<file path="src/rtl/sorted_set_table_assert.svh">
// Assertion macros for the sorted set table.
`ifndef SORTED_SET_TABLE_ASSERT_SVH
`define SORTED_SET_TABLE_ASSERT_SVH

// Same-cycle implication, sampled on clk, off during reset.
`define SST_ASSERT_IMPL(lbl, ante, cons, msg) \
  lbl: assert property (@(posedge clk) disable iff (!rst_n) (ante) |-> (cons)) \
    else $error(msg);

// Next-cycle implication, sampled on clk, off during reset.
`define SST_ASSERT_NEXT(lbl, ante, cons, msg) \
  lbl: assert property (@(posedge clk) disable iff (!rst_n) (ante) |=> (cons)) \
    else $error(msg);

`endif

</file>
<file path="src/rtl/sst_pkg.sv">
// Shared types, widths and codes of the sorted set table.
package sst_pkg;

  localparam int DATA_W      = 32;
  localparam int KIND_W      = 2;
  localparam int STATUS_W    = 2;
  localparam int COUNT_OUT_W = 7;
  localparam int CAPACITY_DEF = 64;

  localparam logic [KIND_W-1:0] KIND_INSERT = 2'd0;
  localparam logic [KIND_W-1:0] KIND_MEMBER = 2'd1;
  localparam logic [KIND_W-1:0] KIND_DELETE = 2'd2;
  localparam logic [KIND_W-1:0] KIND_CLEAR  = 2'd3;

  localparam logic [STATUS_W-1:0] ST_DONE    = 2'd0;
  localparam logic [STATUS_W-1:0] ST_PRESENT = 2'd1;
  localparam logic [STATUS_W-1:0] ST_ABSENT  = 2'd2;
  localparam logic [STATUS_W-1:0] ST_FULL    = 2'd3;

  // Shift command broadcast to every cell.
  typedef struct packed {
    logic ins;   // open a slot at the insert position, shift up
    logic del;   // close the slot at the delete position, shift down
  } upd_t;

endpackage

</file>
<file path="src/rtl/sst_cell.sv">
// One compare-and-shift cell of the sorted set table.
module sst_cell #(
  parameter int INDEX = 0,
  parameter int CW    = 7
) (
  input  logic                              clk,
  input  logic                              cmp_en,
  input  logic signed [sst_pkg::DATA_W-1:0] cmp_key,
  input  logic signed [sst_pkg::DATA_W-1:0] ins_key,
  input  logic [CW-1:0]                     count,
  input  sst_pkg::upd_t                     upd,
  input  logic                              left_lt,
  input  logic signed [sst_pkg::DATA_W-1:0] left_val,
  input  logic signed [sst_pkg::DATA_W-1:0] right_val,
  output logic signed [sst_pkg::DATA_W-1:0] val,
  output logic                              lt,
  output logic                              eq
);

  logic signed [sst_pkg::DATA_W-1:0] val_r;
  logic                              lt_r;
  logic                              eq_r;
  logic                              live;

  // Only entries below the count take part in the compare.
  assign live = (CW'(INDEX) < count);

  always_ff @(posedge clk) begin
    if (cmp_en) begin
      lt_r <= live && (val_r < cmp_key);
      eq_r <= live && (val_r == cmp_key);
    end
    if (upd.ins && !lt_r) begin
      val_r <= left_lt ? ins_key : left_val;
    end else if (upd.del && !lt_r) begin
      val_r <= right_val;
    end
  end

  assign val = val_r;
  assign lt  = lt_r;
  assign eq  = eq_r;

endmodule

</file>
<file path="config.mk">
export PLATFORM = sky130hd
export DESIGN_NAME = sst_cell
export DESIGN_NICKNAME = d
export VERILOG_FILES = /design/src/rtl/sorted_set_table_assert.svh /design/src/rtl/sst_pkg.sv /design/src/rtl/sst_cell.sv
export SDC_FILE = /design/constraint.sdc
export NUM_CORES = 1
export LEC_CHECK = 0
export BUFFER_PORTS_ARGS = -buffer_cell sky130_fd_sc_hd__buf_2
export CAP_MARGIN = 20
export CORE_ASPECT_RATIO = 1.25
export CORE_UTILIZATION = 37
export DETAILED_ROUTE_END_ITERATION = 16
export GPL_TIMING_DRIVEN = 0
export PLACE_DENSITY = 0.81
export REMOVE_ABC_BUFFERS = 1
export SLEW_MARGIN = 20
export SYNTH_ARGS = -nofsm -noshare
export SYNTH_HDL_FRONTEND = slang
export SYNTH_SLANG_ARGS = --single-unit
</file>
<file path="constraint.sdc">
create_clock -name clk -period 4.2 [get_ports clk]
set_clock_uncertainty 0.05 [all_clocks]
set_input_delay 0.84 -clock clk [delete_from_list [all_inputs] [get_ports clk]]
set_output_delay 0.84 -clock clk [all_outputs]
set_load 0.02 [all_outputs]
</file>
# Yosys cells after proc, flatten, opt, wreduce, memory -nomap -nowiden
# Index checks and enable logic that the tools add are counted.
dict set report totals {
  ff_bits 34
  inputBits 140
  word_cells 15
}
dict set report classes {
  order_cmp 2
  n_eq_ne 1
  mux 3
  reduce_logical 6
}
# operator count
set op_table {}
lappend op_table {{$mux W32} 3}
lappend op_table {{$eq A32 B32 Y1} 1}
lappend op_table {{$lt A32 B32 Y1} 1}
lappend op_table {{$lt A1 B7 Y1 const A} 1}
lappend op_table {{$logic_and A1 B1 Y1} 4}
lappend op_table {{$reduce_bool A2 Y1} 1}
lappend op_table {{$logic_not A1 Y1} 1}

# Depth between registers and ports, before layout
dict set report depth {
  word_depth 4
  mapped_depth 7
  ltp_nobuf 7
}

# Worst setup path after synthesis
# Ideal clock, no wire load.
dict set report synth_path {
  path_kind {input port to flip-flop}
  from {input upd[1] (netlist name)}
  to {register val_r, in the netlist val[0], enable pin}
  arrival_time_ns 2.238
  t_required_ns 3.728
  setup_slack_ns 1.490
  cell_stages 2
  path_buffers 0
  path_cell_list {nor2_1 -> nor2_1}
}
dict set report synth_via {
  elab_chain_len 2
}
# element line
set synth_lines {}
lappend synth_lines {{from (decl)} sst_cell.sv:11} ;# input sst_pkg::upd_t upd,
lappend synth_lines {{$logic_and A1 B1 Y1} sst_cell.sv:33} ;# if (upd.ins && !lt_r) begin
lappend synth_lines {{$reduce_bool A2 Y1 (no line)} n/a}
lappend synth_lines {{to (signal assigned)} sst_cell.sv:34} ;# val_r <= left_lt ? ins_key : left_val;
lappend synth_lines {{to (signal assigned)} sst_cell.sv:36} ;# val_r <= right_val;
lappend synth_lines {{to (decl)} sst_cell.sv:20} ;# logic signed [sst_pkg::DATA_W-1:0] val_r;
# No other way between the ends.
# A chain may end at the register's enable or synchronous reset.

# Worst setup path after layout
dict set report layout_path {
  from {input cmp_key[11] (netlist name)}
  to {register lt_r, in the netlist lt, data pin}
}
dict set report layout_via {
  elab_chain_len 2
}
# element line
set layout_lines {}
lappend layout_lines {{from (decl)} sst_cell.sv:8} ;# input logic signed [sst_pkg::DATA_W-1:0] cmp_key,
lappend layout_lines {{$lt A32 B32 Y1} sst_cell.sv:30} ;# lt_r <= live && (val_r < cmp_key);
lappend layout_lines {{$logic_and A1 B1 Y1} sst_cell.sv:30}
lappend layout_lines {{to (signal assigned)} sst_cell.sv:30}
lappend layout_lines {{to (decl)} sst_cell.sv:21} ;# logic lt_r;
# No other way between the ends.

==> flow_summary.toml <==
[worst_setup_path]
path_max_fanout = 3
arrival_ns = 2.66
cp-start-kind = "input pin"
required_ns = 4.18
crit_type = "input pin to flip-flop"
crit_path_end_kind = "flip-flop"
crit_chain = "buf_2, inv_1, ha_1, nand4_1, nor4_1, o21ai_1, a31oi_1, mux2_2"
cp_slowest_cell = "nor4_1"
slowest_delay_ns = 0.52

[cts]
insertion_delay_ns = 0.28
postCtsSetupBuffers = 0
hold_buffers = 0
root_buffer = "clkbuf_8"
post_cts_resized = 0
htree_levels = 2
clockBufferDepth = 2
cts.sinks = 34
cts_tree = "yes"
cts_inserted_buffers = 5
path_clk_slew_ns = 0.07

[grt]
grtUsageTotal_pct = 18.4
overflow = 0
grt_pass1_wl_mm = 10.4
antenna_found_initial = 1
grt_max_degree = 35
grt_pass1_vias = 2458

[floorplanning]
fp-row-count = 33
die_x_um = 76.1
ioPinCount = 174
core-area_sq_um = 6610
dieArea_sq_um = 7200
initial_utilization_pct = 38.4
die_h_um = 94.6

[final_layout]
layout-drive-gt1-share_pct = 42.6
multi_input_area_sq_um = 1360
diodes = 0
fin_area_sq_um = 3610
utilization_pct = 54.7
area_delta_synth_final_pct = 42.4
nFillCells = 629
seqCellArea_sq_um = 1020
nNetsFinal = 608
stdcell_count = 524

[outcome]
outcome = "completed"

[drt]
vias = 2548
first_iter_violations = 69
drt-total-wl_mm = 6.71
viasPerCell = 4.86
wl_per_cell_um = 12.8
ant_nets = 0
drc = 0
firstDrtPassIters = 4

[timing]
finalHoldViolations = 0
finalSetupTns_ns = 0
fin_ws_ns = 1.52
min_period_ns = 2.68
max_freq_mhz = 373
fin_crit_sh_pct = 63.8
slew_headroom_pct = 33.9
holdWs_ns = 0.721
worst_pin_slew_ns = 0.992
slew_viol_final = 0
setup_viol = 0
rsz0062_at_grt = "no"

[yosys]
yosysUniqueCellTypes = 25
synth_fa_ha_area_share_pct = 15.8
synth_compound_area_share_pct = 11.9
synth_xor_area_share_pct = 0
avgSynthCellArea_sq_um = 9.58
netlist_instances = 265
synth-seq-area-share_pct = 40.2
synth_mux_area_share_pct = 13.1
synth_seq_cells = 34
yosys.area_share.simple_pct = 12.4
yosys_warnings = 0
synth_top_family_by_area = "adder cells"
mappedNetlistArea_sq_um = 2540

[pwr]
power.density_nw_per_um2 = 302
power.total_mw = 1.09
ir_drop_uv = 169
p_leak_nw = 1.94

[placement]
dp.cells = 516
place_ws_ns = 1.26
portBuffers = 173
hpwlAfterDp_mm = 5.53
place.gp.congestion = 0.787
placed_area_sq_um = 3530

[min_path]
hp-class = "flip-flop to flip-flop"

[job]
cap_violations = 0
==> sequential cells by signal, indices dropped and copies added, names as in the netlist <==
register,count
eq,1
lt,1
val,32
==> worst paths after layout <==
| check | startpoint | end | slack (ns) | cells after the start |
|---|---|---|---|---|
| setup / recovery | cmp_key[11] | lt | 1.52 | 8 |
| hold / removal | lt | val[30] | 0.72 | 1 |
| setup reg to reg | val[10] | lt | 1.77 | 6 |
| hold reg to reg | lt | val[30] | 0.72 | 1 |
==> layout by cell type (no fill, tap or decap), types with 2 or more instances in the layout <==
cell type,n
clkbuf_8,5
nand2b_1,2
o21ai_0,32
mux2i_1,32
nor2b_1,2
nand4_1,4
and4_1,2
nor2_1,4
nor4_1,2
inv_1,33
buf_2,173
nand2_1,42
edfxtp_1,34
o21ai_1,7
a211oi_1,2
a21oi_1,14
ha_1,32
buf_16,2
==> kinds of logic (layout without fill, tap and decap cells) <==
group	after synthesis	in the layout
AO/OA/AOI/OAI	58	58
flip-flops	34	34
AND/OR/NAND/NOR	64	64
multiplexers	33	33
buffers and inverters	44	216
adder cells (fa/ha/maj)	32	32
==> layout make-up <==
class | instances | share of cell area, %
clock inverter | 2 | 0.242
inverter | 33 | 3.43
multi-input combinational | 187 | 37.6
clock buffer | 6 | 2.01
timing repair buffer | 175 | 25.5
tap | 87 | 3.01
sequential | 34 | 28.2
==> synth_stat cells (all sizes together) <==
| master | n | area share (%) |
|---|---|---|
| inv | 33 | 4.9 |
| nor2b | 2 | 0.49 |
| ha | 32 | 16 |
| o21ai | 39 | 7.7 |
| buf | 3 | 0.59 |
| nor4b | 1 | 0.35 |
| nand2b | 3 | 0.74 |
| nand4 | 4 | 0.99 |
| o31a | 1 | 0.35 |
| mux2i | 32 | 13 |
| or4 | 1 | 0.44 |
| a211oi | 2 | 0.59 |
| nor4 | 3 | 1.3 |
| a21oi | 14 | 2.8 |
| nor2 | 5 | 0.74 |
| nor4bb | 1 | 0.39 |
| nand2 | 42 | 6.2 |
| a21o | 1 | 0.30 |
| and4 | 2 | 0.69 |
| mux2 | 1 | 0.44 |
| a31oi | 1 | 0.25 |
| clkbuf | 8 | 1.2 |
| edfxtp | 34 | 40 |
==> worst max-delay path: cells and delay by family <==
family / cells / cell delay, ns
compound gates: 2 / 0.38
fa+ha+maj: 1 / 0.30
buf+inv: 2 / 0.11
mux: 1 / 0.35
simple gates: 2 / 0.68
==> layer usage <==
metal	wire length [um]	track usage [%]	vias up
met5	13	0	-
li1	-	-	1282
met2	3650	36.5	108
met3	391	4.06	15
met1	2520	18.5	1141
met4	129	7.53	2
==> power breakdown <==
group | leakage, nW | switching [mW] | internal, mW | total (mW)
sequential | 0.333 | 0.0253 | 0.439 | 0.464
clock | 0.0426 | 0.115 | 0.114 | 0.229
combinational | 1.56 | 0.225 | 0.174 | 0.399
total | 1.94 | 0.366 | 0.727 | 1.09
(Power assumes the default switching activity.)
